### src/design/cmfs_pkg.sv
// Shared types and constants for the cube-map face select block.
package cmfs_pkg;

    localparam int DIR_W    = 16;
    localparam int CFG_W    = 13;
    localparam int CIDX_W   = 8;
    localparam int TEXEL_W  = 12;
    localparam int FACE_W   = 3;
    localparam int MAG_W    = 17;   // numerator / divisor width
    localparam int REM_W    = 18;   // partial remainder width

    localparam logic [FACE_W-1:0] FACE_PX = 3'd0;
    localparam logic [FACE_W-1:0] FACE_NX = 3'd1;
    localparam logic [FACE_W-1:0] FACE_PY = 3'd2;
    localparam logic [FACE_W-1:0] FACE_NY = 3'd3;
    localparam logic [FACE_W-1:0] FACE_PZ = 3'd4;
    localparam logic [FACE_W-1:0] FACE_NZ = 3'd5;

    localparam logic [CIDX_W-1:0] REG_FACE_WIDTH  = 8'd0;
    localparam logic [CIDX_W-1:0] REG_FACE_HEIGHT = 8'd1;
    localparam logic [CFG_W-1:0]  DIM_RESET       = 13'd256;

    typedef struct packed {
        logic signed [DIR_W-1:0] dir_x;
        logic signed [DIR_W-1:0] dir_y;
        logic signed [DIR_W-1:0] dir_z;
    } dir_t;

    typedef struct packed {
        logic [FACE_W-1:0]  face_index;
        logic [TEXEL_W-1:0] texel_col;
        logic [TEXEL_W-1:0] texel_row;
        logic               degenerate;
    } res_t;

    typedef struct packed {
        logic              valid;
        logic [FACE_W-1:0] face;
        logic              degenerate;
    } ctrl_t;

endpackage

### src/design/cmfs_front.sv
// Major-axis selection and divider operand setup.
module cmfs_front
    import cmfs_pkg::*;
(
    input  logic             clk,
    input  logic             rst_n,
    input  logic             en,
    input  logic             dir_valid,
    input  dir_t             dir_data,
    output ctrl_t            ctrl,
    output logic [MAG_W-1:0] num_s,
    output logic [MAG_W-1:0] num_t,
    output logic [MAG_W-1:0] den
);

    ctrl_t             ctrl_reg, ctrl_next;
    logic [MAG_W-1:0]  num_s_reg, num_s_next;
    logic [MAG_W-1:0]  num_t_reg, num_t_next;
    logic [MAG_W-1:0]  den_reg, den_next;

    logic signed [MAG_W-1:0] xs, ys, zs, sc, tc;
    logic [DIR_W-1:0]        ax, ay, az, am;
    logic signed [REM_W-1:0] ns, nt;

    always_comb
    begin
        xs = MAG_W'(dir_data.dir_x);
        ys = MAG_W'(dir_data.dir_y);
        zs = MAG_W'(dir_data.dir_z);
        ax = xs[MAG_W-1] ? DIR_W'(-xs) : DIR_W'(xs);
        ay = ys[MAG_W-1] ? DIR_W'(-ys) : DIR_W'(ys);
        az = zs[MAG_W-1] ? DIR_W'(-zs) : DIR_W'(zs);
        ctrl_next.valid      = dir_valid;
        ctrl_next.degenerate = (xs == '0) && (ys == '0) && (zs == '0);
        // ties favor x, then y; zero counts as negative
        priority if (ax >= ay && ax >= az)
        begin
            am = ax;
            tc = -ys;
            if (xs > 0)
            begin
                ctrl_next.face = FACE_PX;
                sc = -zs;
            end
            else
            begin
                ctrl_next.face = FACE_NX;
                sc = zs;
            end
        end
        else if (ay >= az)
        begin
            am = ay;
            sc = xs;
            if (ys > 0)
            begin
                ctrl_next.face = FACE_PY;
                tc = zs;
            end
            else
            begin
                ctrl_next.face = FACE_NY;
                tc = -zs;
            end
        end
        else
        begin
            am = az;
            tc = -ys;
            if (zs > 0)
            begin
                ctrl_next.face = FACE_PZ;
                sc = xs;
            end
            else
            begin
                ctrl_next.face = FACE_NZ;
                sc = -xs;
            end
        end
        ns = $signed({2'b00, am}) + REM_W'(sc);
        nt = $signed({2'b00, am}) + REM_W'(tc);
        num_s_next = ns[REM_W-1] ? '0 : ns[MAG_W-1:0];
        num_t_next = nt[REM_W-1] ? '0 : nt[MAG_W-1:0];
        den_next   = {am, 1'b0};
    end

    always_ff @(posedge clk or negedge rst_n)
    begin
        if (!rst_n)
        begin
            ctrl_reg  <= '0;
            num_s_reg <= '0;
            num_t_reg <= '0;
            den_reg   <= '0;
        end
        else if (en)
        begin
            ctrl_reg  <= ctrl_next;
            num_s_reg <= num_s_next;
            num_t_reg <= num_t_next;
            den_reg   <= den_next;
        end
    end

    assign ctrl  = ctrl_reg;
    assign num_s = num_s_reg;
    assign num_t = num_t_reg;
    assign den   = den_reg;

endmodule

### src/design/cmfs_div_stage.sv
// One quotient bit of the s and t restoring dividers.
module cmfs_div_stage
    import cmfs_pkg::*;
#(
    parameter int Q_W   = 17,
    parameter bit FIRST = 1'b0
)
(
    input  logic             clk,
    input  logic             rst_n,
    input  logic             en,
    input  ctrl_t            ctrl_in,
    input  logic [REM_W-1:0] rem_s_in,
    input  logic [REM_W-1:0] rem_t_in,
    input  logic [Q_W-1:0]   q_s_in,
    input  logic [Q_W-1:0]   q_t_in,
    input  logic [MAG_W-1:0] den_in,
    output ctrl_t            ctrl_out,
    output logic [REM_W-1:0] rem_s_out,
    output logic [REM_W-1:0] rem_t_out,
    output logic [Q_W-1:0]   q_s_out,
    output logic [Q_W-1:0]   q_t_out,
    output logic [MAG_W-1:0] den_out
);

    ctrl_t            ctrl_reg;
    logic [REM_W-1:0] rem_s_reg, rem_s_next, rem_t_reg, rem_t_next;
    logic [Q_W-1:0]   q_s_reg, q_s_next, q_t_reg, q_t_next;
    logic [MAG_W-1:0] den_reg;
    logic [REM_W-1:0] ps, pt, dx;

    always_comb
    begin
        dx = {1'b0, den_in};
        ps = FIRST ? rem_s_in : {rem_s_in[REM_W-2:0], 1'b0};
        pt = FIRST ? rem_t_in : {rem_t_in[REM_W-2:0], 1'b0};
        rem_s_next = (ps >= dx) ? ps - dx : ps;
        rem_t_next = (pt >= dx) ? pt - dx : pt;
        q_s_next   = {q_s_in[Q_W-2:0], ps >= dx};
        q_t_next   = {q_t_in[Q_W-2:0], pt >= dx};
    end

    always_ff @(posedge clk or negedge rst_n)
    begin
        if (!rst_n)
        begin
            ctrl_reg  <= '0;
            rem_s_reg <= '0;
            rem_t_reg <= '0;
            q_s_reg   <= '0;
            q_t_reg   <= '0;
            den_reg   <= '0;
        end
        else if (en)
        begin
            ctrl_reg  <= ctrl_in;
            rem_s_reg <= rem_s_next;
            rem_t_reg <= rem_t_next;
            q_s_reg   <= q_s_next;
            q_t_reg   <= q_t_next;
            den_reg   <= den_in;
        end
    end

    assign ctrl_out  = ctrl_reg;
    assign rem_s_out = rem_s_reg;
    assign rem_t_out = rem_t_reg;
    assign q_s_out   = q_s_reg;
    assign q_t_out   = q_t_reg;
    assign den_out   = den_reg;

endmodule

### src/design/cmfs_texel.sv
// Coordinate to texel scaling and the result register.
module cmfs_texel
    import cmfs_pkg::*;
#(
    parameter int Q_W  = 17,
    parameter int FRAC = 16,
    parameter int SW   = 12
)
(
    input  logic          clk,
    input  logic          rst_n,
    input  logic          en,
    input  ctrl_t         ctrl_in,
    input  logic [Q_W-1:0] q_s,
    input  logic [Q_W-1:0] q_t,
    input  logic [SW-1:0] span_w,
    input  logic [SW-1:0] span_h,
    output logic          res_valid,
    output res_t          res_data
);

    localparam int PW = Q_W + SW;
    localparam logic [Q_W-1:0] ONE = Q_W'(1) << FRAC;

    logic             valid_reg;
    res_t             res_reg, res_next;
    logic [Q_W-1:0]   cs, ct;
    logic [PW-1:0]    ps, pt;
    logic [PW+TEXEL_W-1:0] es, et;

    always_comb
    begin
        cs = (q_s > ONE) ? ONE : q_s;
        ct = (q_t > ONE) ? ONE : q_t;
        ps = PW'(cs) * PW'(span_w);
        pt = PW'(ct) * PW'(span_h);
        es = {{TEXEL_W{1'b0}}, ps};
        et = {{TEXEL_W{1'b0}}, pt};
        res_next.degenerate = ctrl_in.degenerate;
        if (ctrl_in.degenerate)
        begin
            res_next.face_index = FACE_NX;
            res_next.texel_col  = '0;
            res_next.texel_row  = '0;
        end
        else
        begin
            res_next.face_index = ctrl_in.face;
            res_next.texel_col  = es[FRAC +: TEXEL_W];
            res_next.texel_row  = et[FRAC +: TEXEL_W];
        end
    end

    always_ff @(posedge clk or negedge rst_n)
    begin
        if (!rst_n)
            valid_reg <= 1'b0;
        else if (en)
            valid_reg <= ctrl_in.valid;
    end

    always_ff @(posedge clk)
    begin
        if (en)
            res_reg <= res_next;
    end

    assign res_valid = valid_reg;
    assign res_data  = res_reg;

endmodule

### src/design/cube_map_face_select.sv
// Top level of the cube-map face select and texel addressing pipeline.
// Usage:
//   dir channel: one direction request (dir_x, dir_y, dir_z, signed Q2.14)
//     is taken on each edge with dir_valid high and dir_stall low.
//   res channel: face_index, texel_col, texel_row, degenerate; taken on
//     each edge with res_valid high and res_stall low.
//   cfg channel: reg 0 face_width, reg 1 face_height (13 bits); cfg_ready
//     is always high. Write only while the pipeline is empty.
// Pipeline: operand stage, one divider stage per quotient bit, then the
//   texel multiply register, between acceptance and res_valid.
// Throughput: one request per cycle unless stalled; the s and t dividers
//   retire a quotient bit per stage, so each stage holds its own request.
// Stall: when the result register holds a request and res_stall is high,
//   every stage freezes and dir_stall rises; nothing is lost or repeated.
// Reset: all valid bits clear, face_width and face_height return to 256.
module cube_map_face_select
    import cmfs_pkg::*;
#(
    parameter int COORD_FRAC_BITS = 16,
    parameter int MAX_FACE_DIM    = 4096
)
(
    input  logic              clk,
    input  logic              rst_n,
    input  logic              dir_valid,
    output logic              dir_stall,
    input  dir_t              dir_data,
    output logic              res_valid,
    input  logic              res_stall,
    output res_t              res_data,
    input  logic              cfg_valid,
    output logic              cfg_ready,
    input  logic [CIDX_W-1:0] cfg_index,
    input  logic [CFG_W-1:0]  cfg_data
);

    localparam int Q_W  = COORD_FRAC_BITS + 1;
    localparam int SW   = $clog2(MAX_FACE_DIM);
    localparam int DW   = (CFG_W > SW + 1) ? CFG_W : SW + 1;
    localparam logic [DW-1:0] MAXD = DW'(MAX_FACE_DIM);

    logic en;
    logic [CFG_W-1:0] width_reg, height_reg;
    logic [DW-1:0]    cw, ch;
    logic [SW-1:0]    span_w, span_h;

    ctrl_t            ctrl [0:Q_W];
    logic [REM_W-1:0] rem_s [0:Q_W];
    logic [REM_W-1:0] rem_t [0:Q_W];
    logic [Q_W-1:0]   q_s [0:Q_W];
    logic [Q_W-1:0]   q_t [0:Q_W];
    logic [MAG_W-1:0] den [0:Q_W];
    logic [MAG_W-1:0] num_s, num_t;

    // whole pipeline advances unless the result is held by the receiver
    assign en        = !(res_valid && res_stall);
    assign dir_stall = !en;
    assign cfg_ready = 1'b1;

    always_ff @(posedge clk or negedge rst_n)
    begin
        if (!rst_n)
        begin
            width_reg  <= DIM_RESET;
            height_reg <= DIM_RESET;
        end
        else if (cfg_valid)
        begin
            if (cfg_index == REG_FACE_WIDTH)
                width_reg <= cfg_data;
            else if (cfg_index == REG_FACE_HEIGHT)
                height_reg <= cfg_data;
        end
    end

    // zero counts as one, above the maximum saturates
    always_comb
    begin
        cw = DW'(width_reg);
        ch = DW'(height_reg);
        if (cw == '0)
            cw = DW'(1);
        else if (cw > MAXD)
            cw = MAXD;
        if (ch == '0)
            ch = DW'(1);
        else if (ch > MAXD)
            ch = MAXD;
        span_w = SW'(cw - DW'(1));
        span_h = SW'(ch - DW'(1));
    end

    cmfs_front u_front (
        .clk       (clk),
        .rst_n     (rst_n),
        .en        (en),
        .dir_valid (dir_valid),
        .dir_data  (dir_data),
        .ctrl      (ctrl[0]),
        .num_s     (num_s),
        .num_t     (num_t),
        .den       (den[0])
    );

    assign rem_s[0] = {1'b0, num_s};
    assign rem_t[0] = {1'b0, num_t};
    assign q_s[0]   = '0;
    assign q_t[0]   = '0;

    // one quotient bit per stage, most significant first
    for (genvar i = 0; i < Q_W; i++)
    begin : g_div
        cmfs_div_stage #(
            .Q_W   (Q_W),
            .FIRST (i == 0)
        ) u_stage (
            .clk       (clk),
            .rst_n     (rst_n),
            .en        (en),
            .ctrl_in   (ctrl[i]),
            .rem_s_in  (rem_s[i]),
            .rem_t_in  (rem_t[i]),
            .q_s_in    (q_s[i]),
            .q_t_in    (q_t[i]),
            .den_in    (den[i]),
            .ctrl_out  (ctrl[i+1]),
            .rem_s_out (rem_s[i+1]),
            .rem_t_out (rem_t[i+1]),
            .q_s_out   (q_s[i+1]),
            .q_t_out   (q_t[i+1]),
            .den_out   (den[i+1])
        );
    end

    cmfs_texel #(
        .Q_W  (Q_W),
        .FRAC (COORD_FRAC_BITS),
        .SW   (SW)
    ) u_texel (
        .clk       (clk),
        .rst_n     (rst_n),
        .en        (en),
        .ctrl_in   (ctrl[Q_W]),
        .q_s       (q_s[Q_W]),
        .q_t       (q_t[Q_W]),
        .span_w    (span_w),
        .span_h    (span_h),
        .res_valid (res_valid),
        .res_data  (res_data)
    );

endmodule

### config.mk
export PLATFORM = sky130hd
export DESIGN_NAME = cube_map_face_select
export DESIGN_NICKNAME = d
export VERILOG_FILES = /design/src/design/cmfs_pkg.sv /design/src/design/cmfs_front.sv /design/src/design/cmfs_div_stage.sv /design/src/design/cmfs_texel.sv /design/src/design/cube_map_face_select.sv
export SDC_FILE = /design/constraint.sdc
export NUM_CORES = 2
export LEC_CHECK = 0
export BUFFER_PORTS_ARGS = -buffer_cell sky130_fd_sc_hd__buf_2
export CAP_MARGIN = 20
export CORE_MARGIN = 2
export CORE_UTILIZATION = 55
export DETAILED_ROUTE_END_ITERATION = 10
export PLACE_DENSITY = 0.75
export REMOVE_ABC_BUFFERS = 1
export SYNTH_ARGS = -nofsm -noshare
export SYNTH_HDL_FRONTEND = slang
export SYNTH_SLANG_ARGS = --single-unit
### constraint.sdc
create_clock -name clk -period 7.54 [get_ports clk]
set_input_delay 0.754 -clock clk [delete_from_list [all_inputs] [get_ports clk]]
set_output_delay 0.754 -clock clk [all_outputs]
set_load 0.02 [all_outputs]
==> results.tsv <==
stage	metric	value	unit
grt	vias in the first global route	74300	
grt	initial antenna violation count	2	
critical_path	most used cell, CP	fa_1	
clock_tree	Post-CTS Hold Buffers	0	
routing	WL met3	10.3	mm
synthesis	Distinct cells, synth	90	
grt	total track usage	0.294	
floorplanning	die area	171000	µm²
grt	largest net degree at the start of global routing	216	
critical_path	Worst Setup Start Kind	flip-flop	
sta	Max-Slew Margin vs Limit	0.248	
synthesis	largest cells by area after synthesis	dfrtp_1 34%, ha_1 10%, nand2_1 8.6%, fa_1 7.2%, a21oi_1 4.1%	
routing	Detail Route Antenna Nets	0	
critical_path	worst r2r src	width_reg[8]	
floorplanning	num rows	150	
clock_tree	H-tree levels	4	
critical_path	worst path required time	8.10	ns
routing	Routed WL per cell	19.0	µm
sta	Max Clk Rate	138	MHz
place	Post-Place Cells	12900	
clock_tree	Max clock buf depth	3	
hold_path	Hold Crit Class	primary input to asynchronous set/reset pin	
grt	residual overflow from global routing	0	
final_layout	P&R area growth vs syn	10.3	%
synthesis	Yosys top cell area share	0.337	
place	Port-buffer cells	103	
final_layout	number of fill cells in the layout	14500	
final_layout	Final Core Density	0.610	
critical_path	max incr delay on CP	0.56	ns
sta	final hold vios	14	
place	placer congestion estimate	0.933	
critical_path	Crit Path Category	flip-flop to flip-flop	
floorplanning	die width	414	µm
sta	Worst Skew	0.0394	ns
final_layout	Net count, final	12000	
synthesis	mean post-synth cell area	8.56	µm²
grt	first-pass GRT wire length	403	mm
synthesis	Seq/Total Area, Yosys	0.346	
synthesis	Cells after Synth	10800	
synthesis	Post-synth top flop	dfrtp_1	
sta	count of final max-slew check failures	0	
routing	met1 wire length	113	mm
sta	# setup viols final	0	
run_status	failing checks	negative hold slack	
critical_path	reg2reg end	u_texel.res_data[18]	
synthesis	number of synthesized flops with an enable pin	28	
final_layout	fin cells	13200	
synthesis	Mapped Area	92300	µm²
routing	Post-Route WL	251	mm
floorplanning	Placeable Area	167000	µm²
synthesis	Yosys reg bits	1271	
routing	top sig layer	met5	
floorplanning	Vert. Die Dim	414	µm
sta	Tcrit/Tclk final	0.963	
floorplanning	IO Count	105	
floorplanning	starting density of the core	0.553	
critical_path	CP endpoint	u_texel.res_data[18]	
place	final HPWL from detailed placement	191	mm
critical_path	Register-to-Register Path Depth	29	
routing	initial DRC count	6210	
flow_run	Max Cap Violations	0	
sta	actual slew at the worst max-slew pin	1.13	ns
synthesis	area leader, netlist	dfrtp_1	
critical_path	CP max-delay cell	dfstp_2	
clock_tree	Root Driver	clkbuf_16	
place	dpl cell area	96400	µm²
clock_tree	CTS tree	built	
sta	WHS	-0.0389	ns
routing	Via density	5.77	
routing	DRT Pass-1 Iters	8	
routing	DR WL met2	120	mm
clock_tree	Clock Pin Slew Worst Setup and Hold Paths	0.06	ns
critical_path	CP arrival	7.82	ns
clock_tree	Worst-Skew Late Latency	0.81	ns
critical_path	Worst Setup SP	width_reg[8]	
sta	post-layout minimum cycle time	7.26	ns
critical_path	R2R setup slack	0.28	ns
synthesis	FFs w/ async S/R, synth	0.978	
routing	DR vias	76100	
synthesis	yosys warns	0	
clock_tree	clock tree sinks	1271	
clock_tree	CTS Buf Count	144	
run_status	status	finished, violations left	
critical_path	crit path max fanout	9	
critical_path	Worst setup EP type	flip-flop	
final_layout	Finished Cell Area	102000	µm²
final_layout	fraction of layout cells with a size suffix above 1	0.0785	
routing	drc violations	0	
Yosys cell counts (47+ instances only):
cell type / number
a21o_1: 132
a21oi_1: 748
a31oi_1: 92
and2_1: 75
clkbuf_1: 396
dfrtp_1: 1241
fa_1: 330
ha_1: 756
inv_1: 826
mux2_2: 92
mux2i_1: 323
nand2_1: 2125
nand2b_1: 121
nand3_1: 165
nand4_1: 118
nor2_1: 891
nor2b_1: 151
nor3_1: 167
o21a_1: 76
o21ai_0: 625
o21bai_1: 47
o31ai_1: 76
or3_1: 97
xnor2_1: 346
xor2_1: 140
cells in the final DEF, fill, tap and decap left out, types with 32 or more instances in the layout:
master        n
a211oi_1     32
a21o_1      132
a21oi_1     744
a31o_2       41
a31oi_1      92
and2_1       72
and3_1       32
buf_2       102
buf_4       247
clkbuf_16   149
dfrtp_1    1241
fa_1        328
ha_1        753
inv_1       826
mux2_2       92
mux2i_1     323
nand2_1    2122
nand2b_1    120
nand3_1     164
nand4_1     118
nor2_1      883
nor2b_1     150
nor3_1      163
o211ai_1     39
o21a_1       76
o21ai_0     621
o21bai_1     46
o31ai_1      67
or2_2        34
or3_1        97
xnor2_1     346
xor2_1      139
layer usage:
layer,up-vias,global-route usage
li1,36800,-
met1,37300,0.405
met2,1653,0.485
met3,376,0.0330
met4,2,0.0931
met5,-,0
critical path: cells and delay by family (launching register included):
| kind | cells | cell delay (ns) |
|---|---|---|
| compound gates | 5 | 0.88 |
| fa+ha+maj | 7 | 3.03 |
| buf+inv | 5 | 0.49 |
| flops | 1 | 0.56 |
| mux | 1 | 0.27 |
| simple gates | 11 | 1.77 |
worst min-delay path by stage:
| stage | start | end | slack, ns | depth (start not counted) |
|---|---|---|---|---|
| after CTS | rst_n | g_div[14].u_stage.q_t_out[8] | 0.009 | 1 |
| after global routing | rst_n | g_div[14].u_stage.q_t_out[14] | 0.05 | 1 |
| final | rst_n | g_div[13].u_stage.q_t_out[13] | -0.04 | 1 |
| after detailed placement | g_div[16].u_stage.ctrl_out[3] | g_div[16].u_stage.ctrl_out[3] | 0.45 | 2 |
| after global placement | g_div[16].u_stage.ctrl_out[2] | g_div[16].u_stage.ctrl_out[2] | 0.44 | 2 |
| after floorplan | g_div[16].u_stage.ctrl_out[4] | g_div[16].u_stage.ctrl_out[4] | 0.43 | 2 |
cell type report:
| cell class | instances | area, µm² | area share |
|---|---|---|---|
| sequential | 1271 | 31900 | 0.314 |
| antenna | 1 | 2.50 | 0.0000246 |
| inverter | 828 | 3120 | 0.0306 |
| timing repair buffer | 383 | 2960 | 0.0291 |
| clock inverter | 61 | 767 | 0.00754 |
| multi-input combinational | 8258 | 56100 | 0.551 |
| clock buffer | 200 | 4130 | 0.0406 |
| tap | 2204 | 2760 | 0.0271 |
per-stage QoR:
stage                     setup slack (ns)  TNS [ns]
final                                0.281         0
after global placement              -0.163    -0.846
after global routing               -0.0673    -0.137
after CTS                          -0.0108   -0.0108
after detailed placement            -0.231     -1.99
after floorplan                     -71.13         -
what timing repair did:
item,in CTS,in global routing
pin swaps,0,23
endpoints found under the setup margin,11,20
resized for setup,6,52
setup buffers,0,7
logic make-up (layout without fill, tap and decap cells):
| family | Yosys count | count (layout) | synth area share |
|---|---|---|---|
| flip-flops | 1271 | 1271 | 0.346 |
| adder cells (fa/ha/maj) | 1086 | 1086 | 0.174 |
| AND/OR/NAND/NOR | 4084 | 4084 | 0.192 |
| AO/OA/AOI/OAI | 2184 | 2184 | 0.143 |
| XOR/XNOR | 487 | 487 | 0.0463 |
| buffers and inverters | 1257 | 1472 | 0.0513 |
| other | 1 | 2 | 0.0000406 |
| multiplexers | 416 | 416 | 0.0464 |
Power is left out: the tool's default activity adds up to more than one toggle a clock period on the data nets, which glitch-free logic cannot reach.
